File: config.mk
export PLATFORM = sky130hd
export DESIGN_NAME = mrc_frame_core
export DESIGN_NICKNAME = d
export VERILOG_FILES = /design/src/rtl/mrc_pkg.sv /design/src/rtl/mrc_frame_core.sv
export SDC_FILE = /design/constraint.sdc
export NUM_CORES = 1
export LEC_CHECK = 0
export ABC_AREA = 1
export BUFFER_PORTS_ARGS = -buffer_cell sky130_fd_sc_hd__clkbuf_2
export CAP_MARGIN = 20
export CORE_AREA = 2 2 82 163
export DETAILED_ROUTE_END_ITERATION = 12
export DIE_AREA = 0 0 84 165
export GPL_ROUTABILITY_DRIVEN = 0
export HOLD_SLACK_MARGIN = 0.03
export PLACE_DENSITY = 0.6
export SETUP_SLACK_MARGIN = 0.02
export SLEW_MARGIN = 20
export SYNTH_ARGS = -nofsm -noshare
export SYNTH_HDL_FRONTEND = slang
export SYNTH_SLANG_ARGS = --single-unit
File: constraint.sdc
create_clock -name i_clk -period 6.7 [get_ports i_clk]
set_clock_uncertainty 0.05 [all_clocks]
set_input_delay 0.67 -clock i_clk [delete_from_list [all_inputs] [get_ports i_clk]]
set_output_delay 0.67 -clock i_clk [all_outputs]
set_load 0.005 [all_outputs]
File: src/rtl/mrc_pkg.sv
// Package for the Modbus RTU response checker: types, codes, constants
// and the byte-wide CRC-16 step. No dependencies.

package mrc_pkg;

    localparam int unsigned MaxFrameBytesDef = 255;

    localparam int unsigned PosW   = 9;
    localparam logic [PosW-1:0] PosMax = 9'd511;

    localparam logic [15:0] CrcInit = 16'hFFFF;
    localparam logic [15:0] CrcPoly = 16'hA001;

    localparam logic [7:0] FuncReadHold   = 8'h03;
    localparam logic [7:0] FuncWriteMulti = 8'h10;
    localparam logic [7:0] ExceptionBit   = 8'h80;

    localparam logic [7:0] SlaveRst    = 8'd1;
    localparam logic [7:0] FunctionRst = 8'd3;
    localparam logic [6:0] MaxWordsRst = 7'd64;

    typedef enum logic [1:0] {
        CFG_SLAVE     = 2'd0,
        CFG_FUNCTION  = 2'd1,
        CFG_MAX_WORDS = 2'd2
    } t_cfg_idx;

    typedef enum logic [2:0] {
        ST_OK        = 3'd0,
        ST_SHORT     = 3'd1,
        ST_CRC       = 3'd2,
        ST_SLAVE     = 3'd3,
        ST_EXCEPTION = 3'd4,
        ST_FUNCTION  = 3'd5,
        ST_LENGTH    = 3'd6,
        ST_OVERLONG  = 3'd7
    } t_status;

    typedef struct packed {
        logic [7:0] slave;
        logic [7:0] func;
        logic [6:0] max_words;
    } t_cfg;

    typedef struct packed {
        logic [7:0] rx_byte;
        logic       frame_end;
    } t_in_beat;

    typedef struct packed {
        logic        kind;
        logic [6:0]  word_index;
        logic [15:0] word_value;
        logic [2:0]  status;
    } t_result;

    function automatic logic [15:0] crc16_byte(input logic [15:0] crc, input logic [7:0] b);
        logic [15:0] c;
        c = crc ^ {8'h00, b};
        for (int k = 0; k < 8; k++) begin
            c = c[0] ? ((c >> 1) ^ CrcPoly) : (c >> 1);
        end
        return c;
    endfunction

endpackage

File: src/rtl/mrc_frame_core.sv
// Frame state, CRC tracking and result register of the response checker.
// Depends on mrc_pkg.

module mrc_frame_core
    import mrc_pkg::*;
#(
    parameter int unsigned MAX_FRAME_BYTES = MaxFrameBytesDef
) (
    input  logic     i_clk,
    input  logic     i_rst_n,
    input  t_cfg     i_cfg,
    input  logic     i_item_valid,
    input  t_in_beat i_item,
    output logic     o_item_ready,
    output logic     o_res_valid,
    output t_result  o_res,
    input  logic     i_res_ready
);

    localparam logic [PosW-1:0] MaxLen = PosW'(MAX_FRAME_BYTES);

    logic [PosW-1:0] r_pos, n_pos;
    logic [15:0]     r_crc_now, n_crc_now;
    logic [15:0]     r_crc_one, n_crc_one;
    logic [7:0]      r_slave, n_slave;
    logic [7:0]      r_func, n_func;
    logic [7:0]      r_count, n_count;
    logic [7:0]      r_high, n_high;
    logic [7:0]      r_tail_lo, n_tail_lo;
    logic            r_res_valid, n_res_valid;
    t_result         r_res, n_res;

    logic            take;
    logic [7:0]      b;
    logic [PosW-1:0] pos_inc;
    logic [PosW-1:0] pos_m4;
    logic [7:0]      widx;
    logic            word_out;
    logic [15:0]     rx_crc;
    t_status         st;

    assign o_item_ready = !r_res_valid || i_res_ready;
    assign take         = i_item_valid && o_item_ready;
    assign b            = i_item.rx_byte;
    assign pos_inc      = (r_pos < PosMax) ? r_pos + 9'd1 : r_pos;
    assign pos_m4       = r_pos - 9'd4;
    assign widx         = pos_m4[8:1];
    assign rx_crc       = {b, r_tail_lo};

    always_comb begin
        word_out = 1'b0;
        if (r_pos > 9'd2 && !r_pos[0]) begin
            word_out = (i_cfg.func == FuncReadHold) && (widx < {1'b0, r_count[7:1]})
                       && (widx < {1'b0, i_cfg.max_words});
        end
    end

    always_comb begin
        if (pos_inc > MaxLen) begin
            st = ST_OVERLONG;
        end else if (pos_inc < 9'd4) begin
            st = ST_SHORT;
        end else if (rx_crc != r_crc_one) begin
            st = ST_CRC;
        end else if (r_slave != i_cfg.slave) begin
            st = ST_SLAVE;
        end else if ((r_func & ExceptionBit) != 8'h00) begin
            st = ST_EXCEPTION;
        end else if (r_func != i_cfg.func) begin
            st = ST_FUNCTION;
        end else if (i_cfg.func == FuncReadHold && ({1'b0, r_count} + 9'd5) != pos_inc) begin
            st = ST_LENGTH;
        end else if (i_cfg.func == FuncWriteMulti && pos_inc != 9'd8) begin
            st = ST_LENGTH;
        end else begin
            st = ST_OK;
        end
    end

    always_comb begin
        n_pos     = r_pos;
        n_crc_now = r_crc_now;
        n_crc_one = r_crc_one;
        n_slave   = r_slave;
        n_func    = r_func;
        n_count   = r_count;
        n_high    = r_high;
        n_tail_lo = r_tail_lo;
        if (take) begin
            if (i_item.frame_end) begin
                n_pos     = '0;
                n_crc_now = CrcInit;
                n_crc_one = CrcInit;
                n_slave   = '0;
                n_func    = '0;
                n_count   = '0;
                n_high    = '0;
                n_tail_lo = '0;
            end else begin
                n_pos     = pos_inc;
                n_crc_one = r_crc_now;
                n_crc_now = crc16_byte(r_crc_now, b);
                n_tail_lo = b;
                if (r_pos == 9'd0) begin
                    n_slave = b;
                end else if (r_pos == 9'd1) begin
                    n_func = b;
                end else if (r_pos == 9'd2) begin
                    n_count = b;
                end else if (r_pos[0]) begin
                    n_high = b;
                end
            end
        end
    end

    always_comb begin
        n_res_valid = r_res_valid;
        n_res       = r_res;
        if (o_item_ready) begin
            n_res_valid = take && (i_item.frame_end || word_out);
            if (i_item.frame_end) begin
                n_res.kind       = 1'b1;
                n_res.word_index = '0;
                n_res.word_value = '0;
                n_res.status     = st;
            end else begin
                n_res.kind       = 1'b0;
                n_res.word_index = widx[6:0];
                n_res.word_value = {r_high, b};
                n_res.status     = ST_OK;
            end
        end
    end

    always_ff @(posedge i_clk) begin
        if (!i_rst_n) begin
            r_pos       <= '0;
            r_crc_now   <= CrcInit;
            r_crc_one   <= CrcInit;
            r_slave     <= '0;
            r_func      <= '0;
            r_count     <= '0;
            r_high      <= '0;
            r_tail_lo   <= '0;
            r_res_valid <= 1'b0;
        end else begin
            r_pos       <= n_pos;
            r_crc_now   <= n_crc_now;
            r_crc_one   <= n_crc_one;
            r_slave     <= n_slave;
            r_func      <= n_func;
            r_count     <= n_count;
            r_high      <= n_high;
            r_tail_lo   <= n_tail_lo;
            r_res_valid <= n_res_valid;
        end
    end

    always_ff @(posedge i_clk) begin
        r_res <= n_res;
    end

    assign o_res_valid = r_res_valid;
    assign o_res       = r_res;

endmodule

==> impl_metrics.env, run 1 <==
export IMPL_seq_area_um2=2350
export IMPL_num_antenna_cells=0
export IMPL_slowest_delay_ps=520
export IMPL_via_per_inst=5.20
export IMPL_fmax_ghz=0.344
export IMPL_crit_fanout=8
export IMPL_cts_made_buffers=9
export IMPL_fin_cells=938
export IMPL_ys_flop_type="dfxtp_1"
export IMPL_root_buffer="clkbuf_16"
export IMPL_status="finished, final reports clean"
export IMPL_layout_nets=841
export IMPL_start_kind="register"
export IMPL_drc=0
export IMPL_yosys_top_cells_area="dfxtp_1 (28%), edfxtp_1 (15%), nand2_1 (12%)"
export IMPL_switchingPower_uw=406
export IMPL_die_area_um2=13900
export IMPL_ys_ff_latch=104
export IMPL_grt_overflow=0
export IMPL_ir_drop_v=0.000157
export IMPL_grt_pass1_vias=4724
export IMPL_synth_adder_area_share_pct=4.96
export IMPL_r2r_start="r_pos[2]$_SDFFE_PN0P_"
export IMPL_synth_area_um2=5550
export IMPL_worst_ep_arrival_time_ps=3130
export IMPL_multi_input_area_um2=2710
export IMPL_cts_setup_buffers=0
export IMPL_cts_tree="built"
export IMPL_ios=65
export IMPL_end_kind="register"
export IMPL_cap_violations=0
export IMPL_synth_nets=792
export IMPL_pre_cts_ws_ps=3820
export IMPL_r2r_cells=14
export IMPL_setup_viol=0
export IMPL_synthXorXnorAreaFrac_pct=6.07
export IMPL_vias=4874
export IMPL_power_density_nw_per_um2=227
export IMPL_synth_distinct_cells=39
export IMPL_synth_area_leader_cell="dfxtp_1"
export IMPL_clkSlewWorstSetupHoldPaths_ps=80
export IMPL_dp_cells=922
export IMPL_clkPwrFrac_pct=37.9
export IMPL_async_reset_ff_share_pct=0
export IMPL_setup_tns_final_ps=0
export IMPL_tightest_slew_ps=1030
export IMPL_worstPathCellList="inv_1 > ha_1 > or2_2 > nand2_1 > ha_1 > a21oi_1 > o21ai_0 > nand3_1 > nand2_1 > o21ai_0 > nand3_1 > nand2_1 > nand2_1 > a21oi_1"
export IMPL_min_period_ps=2910
export IMPL_drt_pass1_iterations=5
export IMPL_p_sw_share_pct=28.5
export IMPL_antenna_found_initial=0
export IMPL_ant_nets=0
export IMPL_die_h_um=165
export IMPL_hold_path_class="register to register"
export IMPL_ctsHoldBuffers=0
export IMPL_grt_first_pass_wirelength_um=22800
export IMPL_nFillCells=1280
export IMPL_synth_top_family_by_area="simple AND/OR/NAND/NOR gates"
export IMPL_num_rows=58
export IMPL_clkSinkCount=104
export IMPL_rrSetupSlack_ps=3790
export IMPL_intPower_uw=1020
export IMPL_routed_wl_um=14300
export IMPL_cp_slowest_cell="dfxtp_1"
export IMPL_timing_rr_end="o_res_valid$_SDFFE_PN0N_"
export IMPL_synth_edf_count=27
export IMPL_rsz0062_at_grt="no"
export IMPL_total_leakage_power_uw=0.00274
export IMPL_combPwrFrac_pct=13.2
export IMPL_track_usage_pct=21.1
export IMPL_synth_top_area_share_pct=27.8
export IMPL_synthMuxAreaShare_pct=0
export IMPL_critical_path_required_ps=6920
export IMPL_synth_compound_area_share_pct=13.5
export IMPL_start_util_pct=44.2
export IMPL_finish_utilization_pct=49.9
export IMPL_wire_per_inst_um=15.3
export IMPL_dp_final_hpwl_um=10800
export IMPL_cp_common_cell="nand2_1"
export IMPL_worstHoldEndpoint="r_high[2]$_SDFFE_PN0P_"
export IMPL_path_class="register to register"
export IMPL_p_seq_share_pct=48.9
export IMPL_synthSimpleGateAreaFrac_pct=24.2
export IMPL_drt_initial_drc_count=241
export IMPL_fin_crit_sh_pct=43.4
export IMPL_clockBufferDepth=2
export IMPL_grt_max_degree=48
export IMPL_hp_start="r_high[2]$_SDFFE_PN0P_"
export IMPL_core_area_um2=12600
export IMPL_io_buffers=64
export IMPL_slew_headroom_pct=30.5
export IMPL_synthCells=734
export IMPL_finalHoldWorstSlack_ps=410
export IMPL_clkLatencyLatePin_ps=350
export IMPL_finalWorstSetupSlack_ps=3790
export IMPL_cts_resized=0
export IMPL_ys_warn_count=0
export IMPL_min_path_cells=2
export IMPL_hold_violations=0
export IMPL_synth_seq_area_share_pct=42.4
export IMPL_synthToLayoutAreaGrowth_pct=12.8
export IMPL_slew_viol_final=0
export IMPL_drive_above_1_share_pct=14.2
export IMPL_die_w_um=84
export IMPL_syn_mean_instance_area_um2=7.56
export IMPL_htreeDepth=3
## flip-flops by register name, indices dropped and copies added, names as in the netlist
register and flops:
o_res 27, r_high 8, r_crc_one 11, r_func 8, r_crc_now 16, r_tail_lo 8, r_count 8, o_res_valid 1
r_slave 8, r_pos 9
## stage by stage
step | instance area, um2 | total power, uW
after floorplan | 5550 | 836
after global placement | 5940 | 894
after detailed placement | 5940 | 899
after CTS | 6260 | 1440
after global routing | 6260 | 1480
final | 6260 | 1420
## metal layers
layer / vias to the layer above / routed length [um] / global-route usage [%]
met5: - / 0 / 0
met1: 2212 / 5040 / 20.9
met4: 0 / 811 / 13.1
met2: 135 / 7910 / 40.3
li1: 2483 / - / -
met3: 44 / 569 / 3.45
## cells by family after synthesis
family,count (synthesis)
fa+ha+maj,22
flops,104
xor+xnor,32
compound gates,140
simple gates,313
buf+inv,123
## final cells by class
cell class	instances	area share, %
flip-flops and latches	104	37.6
multi-input cells	507	43.2
repair buffers	67	5.48
well taps	150	3.00
clock buffers	9	3.60
clock inverters	7	1.50
inverters	94	5.64
## placed cells by master (no fill, tap or decap), drive strengths merged
cell	count
o22ai	21
and3	1
nor2	60
o21ai	46
and2	1
nor3	8
nand2	184
xor2	11
and3b	1
o211ai	1
buf	3
a21oi	68
inv	96
a211oi	4
ha	22
or2	4
xnor2	21
edfxtp	27
nor4	3
nand3	44
clkbuf	73
nand4	7
clkinv	5
dfxtp	77
## how the worst max path moves through the flow
stage	startpoint	to	slack, ps
floorplan	i_res_ready	r_crc_now[1]$_SDFFE_PN1P_	4020
global placement	r_pos[2]$_SDFFE_PN0P_	o_res_valid$_SDFFE_PN0N_	3870
detailed placement	r_pos[2]$_SDFFE_PN0P_	o_res_valid$_SDFFE_PN0N_	3820
CTS	r_pos[2]$_SDFFE_PN0P_	o_res_valid$_SDFFE_PN0N_	3800
global route	r_pos[2]$_SDFFE_PN0P_	o_res_valid$_SDFFE_PN0N_	3550
finish	r_pos[2]$_SDFFE_PN0P_	o_res_valid$_SDFFE_PN0N_	3790
## power groups by stage
stage	clock network, uW	logic [uW]	registers (uW)
floorplan	0	130	706
global placement	0	185	710
detailed placement	0	187	711
CTS	553	189	697
global route	572	212	699
finish	540	187	696
## cells in the mapped netlist (6+ instances only)
cell and instances:
o21ai_1 6, nand4_1 7, xor2_1 11, nor3_1 8, ha_1 22, a21oi_1 66
o21ai_0 39, nor2_1 56, dfxtp_1 77, nand2_1 178, o22ai_1 21, clkbuf_1 18
xnor2_1 15, edfxtp_1 27, nand3_1 42, inv_1 89
## worst max-delay path: cells and delay by family, from the launching register on
kind	cells	cell delay, ps
buffers and inverters	1	170
AOI/OAI and AO/OA	4	560
adders and majority gates	2	540
and+or+nand+nor	7	1000
DFF	1	520
Note: power is estimated with default switching activity, not from simulation.
==> run 2: changes to the inputs <==
- ABC_AREA: 1 -> 0
- CORE_AREA: 2 2 82 163 -> 2 2 82 162
- DIE_AREA: 0 0 84 165 -> 0 0 84 164
- PLACE_DENSITY: 0.6 -> 0.62
- clock period: 6.7 -> 2.6 ns (I/O delays scaled with it)
==> run 2 against run 1 <==
  * First-iteration DRC count increased by 15%
  * Synthesized area decreased by 0.29%
  * Sequential power increased to 2.5 times the previous value
  * Wire length increased by 3.2%
  * Sequential share of layout area decreased by 2.4 points
  * Register-to-register slack got worse by 3800 ps
  * Via count decreased by 3.3%
  * Flip-flop and latch count unchanged
  * Final area increased by 8.1%
  * Worst setup slack got worse by 3800 ps
  * Clock-buffer cell count unchanged
  * Critical path type unchanged
  * Largest cell class unchanged
  * Largest power group unchanged
==> impl_metrics.env, run 2 <==
export IMPL_num_rows=58
export IMPL_io_buffers=64
export IMPL_cap_violations=0
export IMPL_status="finished, final reports clean"
export IMPL_slew_viol_final=0
export IMPL_switchingPower_uw=994
export IMPL_ios=65
export IMPL_final_common_cell="dfxtp_1"
export IMPL_async_reset_ff_share_pct=0
export IMPL_synth_seq_area_share_pct=42.5
export IMPL_synthCells=599
export IMPL_ys_flop_type="dfxtp_1"
export IMPL_final_cell_area_um2=6760
export IMPL_clockBufferDepth=2
export IMPL_synth_distinct_cells=53
export IMPL_cts_tree="built"
export IMPL_grt_first_pass_wirelength_um=23400
export IMPL_nFillCells=1153
export IMPL_clkSinkCount=104
export IMPL_grt_overflow=0
export IMPL_p_sw_share_pct=26.8
export IMPL_start_kind="register"
export IMPL_p_total_uw=3720
export IMPL_start_util_pct=44.1
export IMPL_ir_drop_v=0.000444
export IMPL_grt_pass1_vias=4683
export IMPL_die_w_um=84
export IMPL_die_area_um2=13800
export IMPL_cts_made_buffers=9
export IMPL_die_h_um=164
export IMPL_synth_most_common_cell="dfxtp_1"
export IMPL_vias=4713
export IMPL_drc=0
export IMPL_num_antenna_cells=0
export IMPL_synthToLayoutAreaGrowth_pct=22.3
export IMPL_synth_edf_count=27
export IMPL_wire_per_inst_um=17.5
export IMPL_layout_nets=748
export IMPL_setup_viol=0
export IMPL_antenna_found_initial=0
export IMPL_p_seq_share_pct=47.5
export IMPL_dpl_instance_area_um2=6210
export IMPL_critical_path_required_ps=2660
export IMPL_ant_nets=0
export IMPL_root_buffer="clkbuf_16"
export IMPL_synth_nets=657
export IMPL_ys_ff_latch=104
export IMPL_ys_warn_count=0
export IMPL_grt_max_degree=78
export IMPL_crit_fanout=5
export IMPL_total_leakage_power_uw=0.00266
export IMPL_hold_path_class="input pin to register"
export IMPL_drt_pass1_iterations=5
export IMPL_fmax_ghz=0.389
export IMPL_track_usage_pct=21.7
export IMPL_final_cell_mix="dfxtp_1 (67), clkbuf_2 (64), nor2b_1 (53)"
export IMPL_dp_final_hpwl_um=10800
export IMPL_clkSlewWorstSetupHoldPaths_ps=80
export IMPL_core_area_um2=12600
export IMPL_synth_area_leader_cell="dfxtp_1"
export IMPL_hold_violations=0
export IMPL_rsz0062_at_grt="yes"
export IMPL_min_period_ps=2570
export IMPL_ctsHoldBuffers=0
export IMPL_synth_top_area_share_pct=27.9
export IMPL_slew_headroom_pct=53.4
export IMPL_path_class="register to register"
export IMPL_htreeDepth=3
export IMPL_intPower_uw=2720
export IMPL_power_density_nw_per_um2=549
export IMPL_setup_tns_final_ps=0
export IMPL_finalHoldWorstSlack_ps=196
export IMPL_combPwrFrac_pct=13.3
export IMPL_yosys_top_cells_area="dfxtp_1 (28%), edfxtp_1 (15%), xnor2_1 (7.0%)"
export IMPL_clkLatencyLatePin_ps=350
export IMPL_via_per_inst=5.58
export IMPL_end_kind="register"
export IMPL_ys_top_cells_by_count="dfxtp_1 (77), nor2b_1 (53), nand2_1 (46)"
export IMPL_fin_crit_sh_pct=98.9
export IMPL_routed_wl_um=14800
export IMPL_drt_initial_drc_count=278
export IMPL_drive_above_1_share_pct=23.9
export IMPL_tightest_slew_ps=699
export IMPL_syn_mean_instance_area_um2=9.23
export IMPL_worst_ep_arrival_time_ps=2630
export IMPL_clkPwrFrac_pct=39.2
export IMPL_largest_reg_flops=27
export IMPL_synth_area_um2=5530
==> run 2: area by class of cell <==
cell class,instances,area (um2),area share (%)
inverter,21,78.8,1.17
clock buffer,9,225,3.33
multi-input combinational,441,3100,45.9
clock inverter,7,95.1,1.41
sequential,104,2380,35.2
timing repair buffer,113,696,10.3
tap,150,188,2.77
==> run 2: worst paths after layout <==
check | startpoint | to | slack (ps) | depth (start not counted)
min | i_item[4] | r_slave[3]$_SDFFE_PN0P_ | 200 | 3
max | r_pos[1]$_SDFFE_PN0P_ | o_res[2]$_SDFFCE_PN0N_ | 30 | 10
max reg2reg | r_pos[1]$_SDFFE_PN0P_ | o_res[2]$_SDFFCE_PN0N_ | 30 | 10
min reg2reg | r_tail_lo[2]$_SDFFE_PN0P_ | r_tail_lo[2]$_SDFFE_PN0P_ | 430 | 2
==> run 2: kinds of logic (layout without fill, tap and decap cells) <==
kind of cell	Yosys count	after routing	share of synthesized area (%)
AO/OA/AOI/OAI	103	103	12.3
AND/OR/NAND/NOR	223	223	21.0
buffers and inverters	54	150	3.75
XOR/XNOR	66	66	10.5
multiplexers	27	27	4.98
adder cells (fa/ha/maj)	22	22	4.98
flip-flops	104	104	42.5
==> run 2: timing repair <==
| item | 4_1_cts | 5_1_grt |
|---|---|---|
| hold endpoints to repair | 0 | 0 |
| endpoints found under the setup margin | 1 | 3 |
| gates resized for setup | 16 | 25 |
| pin swaps | 8 | 15 |
| buffers inserted | 8 | 3 |
==> run 2: power by group through the flow <==
stage	Clock, uW	Sequential (uW)	Combinational (uW)
2_1_floorplan	0	1800	320
3_3_place_gp	0	1810	477
3_5_place_dp	0	1810	486
4_1_cts	1480	1770	493
5_1_grt	1550	1770	540
6_report	1460	1770	493
==> run 2: worst max-delay path, stage by stage, from the launching register on <==
cell and delay [ps]:
dfxtp_4 390, buf_4 120, buf_4 110, and4_4 240, nand4_1 160, o22ai_1 190, and3_1 180, o21ai_1 150
o2111a_1 310, a211o_1 230, a41o_1 200
==> run 2: metrics by stage <==
step | setup slack (ps) | utilization (%) | cells
final | 27.6 | 53.9 | 845
after global routing | -45.5 | 53.9 | 845
after CTS | 6.39 | 52.9 | 842
after detailed placement | -60.2 | 49.5 | 818
after global placement | 1.63 | 49.5 | 818
after floorplan | 43.6 | - | 599
==> run 2: layer usage <==
metal | vias to the layer above | share of wire (%) | routed length [um] | global-route usage, %
li1 | 2263 | - | - | -
met1 | 2238 | 36 | 5330 | 22.0
met2 | 158 | 55 | 8180 | 41.5
met3 | 54 | 4.1 | 612 | 3.82
met4 | 0 | 4.5 | 665 | 11.0
met5 | - | 0 | 0 | 0
==> run 3: changes to the inputs <==
- RECOVER_POWER: default -> 50
- SLEW_MARGIN: 20 -> 30
==> run 3 against run 2 <==
  * Cell count unchanged
  * Utilization fell by 0.23 points
  * Clock-buffer cell count unchanged
  * Wire length up 0.12%
  * Die area did not move
  * Fmax decreased by 0.59%
  * Worst setup slack worse by 15 ps
  * Global-route usage unchanged
  * Clock power is essentially flat
  * Total power shrank 0.14%
  * Critical path depth unchanged
  * Highest routed layer unchanged
==> impl_metrics.env, run 3 (synthesis results as in run 2) <==
export IMPL_path_class="register to register"
export IMPL_final_common_cell="dfxtp_1"
export IMPL_ios=65
export IMPL_clkLatencyLatePin_ps=350
export IMPL_tightest_slew_ps=1300
export IMPL_htreeDepth=3
export IMPL_track_usage_pct=21.7
export IMPL_nFillCells=1166
export IMPL_status="finished, final reports clean"
export IMPL_num_antenna_cells=0
export IMPL_met3_length_um=569
export IMPL_die_area_um2=13800
export IMPL_top_layer_used="met4"
export IMPL_finish_utilization_pct=53.6
export IMPL_core_area_um2=12600
export IMPL_fmax_ghz=0.386
export IMPL_clkSlewWorstSetupHoldPaths_ps=80
export IMPL_routed_wl_um=14800
export IMPL_seq_area_um2=2380
export IMPL_final_cell_area_um2=6740
export IMPL_die_w_um=84
export IMPL_crit_fanout=5
export IMPL_grt_overflow=0
export IMPL_start_util_pct=44.1
export IMPL_power_density_nw_per_um2=551
export IMPL_end_kind="register"
export IMPL_fin_crit_sh_pct=99.5
export IMPL_multi_input_area_um2=3100
export IMPL_dp_final_hpwl_um=10800
export IMPL_min_period_ps=2590
export IMPL_grt_pass1_vias=4683
export IMPL_hold_violations=0
export IMPL_rsz0062_at_grt="yes"
export IMPL_drt_initial_drc_count=277
export IMPL_layout_nets=748
export IMPL_wire_per_inst_um=17.5
export IMPL_clkSinkCount=104
export IMPL_critical_path_required_ps=2660
export IMPL_combPwrFrac_pct=13.2
export IMPL_ctsHoldBuffers=0
export IMPL_cts_made_buffers=9
export IMPL_num_rows=58
export IMPL_hold_path_class="input pin to register"
export IMPL_drt_pass1_iterations=5
export IMPL_setup_viol=0
export IMPL_antenna_found_initial=0
export IMPL_fin_cells=845
export IMPL_grt_max_degree=78
export IMPL_total_leakage_power_uw=0.00260
export IMPL_drc=0
export IMPL_synthToLayoutAreaGrowth_pct=21.8
export IMPL_ir_drop_v=0.000444
export IMPL_wl_met1_um=5430
export IMPL_intPower_uw=2720
export IMPL_cts_tree="built"
export IMPL_switchingPower_uw=994
export IMPL_worst_ep_arrival_time_ps=2650
export IMPL_dp_cells=818
export IMPL_slew_viol_final=0
export IMPL_vias=4702
export IMPL_start_kind="register"
export IMPL_clkPwrFrac_pct=39.3
export IMPL_drive_above_1_share_pct=21.2
export IMPL_final_cell_mix="dfxtp_1 (67), nor2b_1 (53), clkbuf_2 (47)"
export IMPL_dpl_instance_area_um2=6210
export IMPL_root_buffer="clkbuf_16"
export IMPL_p_sw_share_pct=26.8
export IMPL_ant_nets=0
export IMPL_cap_violations=0
export IMPL_wl_met2_um=8120
export IMPL_via_per_inst=5.56
export IMPL_slew_headroom_pct=13.2
export IMPL_p_seq_share_pct=47.6
export IMPL_clockBufferDepth=2
export IMPL_largest_reg_flops=27
export IMPL_grt_first_pass_wirelength_um=23400
export IMPL_die_h_um=164
export IMPL_io_buffers=64
-- run 3: metal layers --
| layer | global-route usage, % | vias up |
|---|---|---|
| met5 | 0 | - |
| met4 | 11.0 | 0 |
| met3 | 3.82 | 58 |
| met2 | 41.5 | 153 |
| met1 | 22.0 | 2229 |
| li1 | - | 2262 |
-- run 3: path summary, 6_finish.rpt --
path                        startpoint                   endpoint  slack [ps]  cells past startpoint
max              r_pos[1]$_SDFFE_PN0P_     o_res[2]$_SDFFCE_PN0N_          10                     10
min                          i_item[4]    r_slave[3]$_SDFFE_PN0P_         200                      3
max reg2reg      r_pos[1]$_SDFFE_PN0P_     o_res[2]$_SDFFCE_PN0N_          10                     10
min reg2reg  r_tail_lo[2]$_SDFFE_PN0P_  r_tail_lo[2]$_SDFFE_PN0P_         430                      2
-- run 3: final cells by class --
| cell class | count | share of cell area, % |
|---|---|---|
| Clock buffer | 9 | 3.34 |
| Clock inverter | 7 | 1.41 |
| Inverter | 21 | 1.17 |
| Multi-Input combinational cell | 441 | 46.1 |
| Sequential cell | 104 | 35.3 |
| Tap cell | 150 | 2.79 |
| Timing Repair Buffer | 113 | 9.90 |
-- run 3: metrics by stage --
| stage | worst slack (ps) | hold WS [ps] | setup TNS [ps] | power [uW] |
|---|---|---|---|---|
| after detailed placement | -60.2 | 423 | -60.2 | 2290 |
| after floorplan | 43.6 | 309 | 0 | 2120 |
| final | 12.3 | 196 | 0 | 3710 |
| after CTS | 6.39 | 192 | 0 | 3740 |
| after global placement | 1.63 | 414 | 0 | 2280 |
| after global routing | -45.5 | 225 | -84.0 | 3860 |
-- run 3: worst max-delay path, cell delays in order, from the launching register on --
cell and delay (ps):
dfxtp_4 390, buf_4 120, buf_4 110, and4_4 230, nand4_1 160, o22ai_1 190
and3_1 180, o21ai_1 150, o2111a_1 310, a211o_1 240, a41o_1 210
-- run 3: what timing repair did --
item | in CTS | in global routing
gates resized for setup | 16 | 25
endpoints found under the setup margin | 1 | 3
buffers inserted | 8 | 3
pin swaps | 8 | 15
-- run 3: power by group through the flow --
stage	clock, uW	sequential (uW)	combinational, uW
floorplan	0	1800	320
global placement	0	1810	477
detailed placement	0	1810	486
CTS	1480	1770	493
global route	1550	1770	535
finish	1460	1770	488
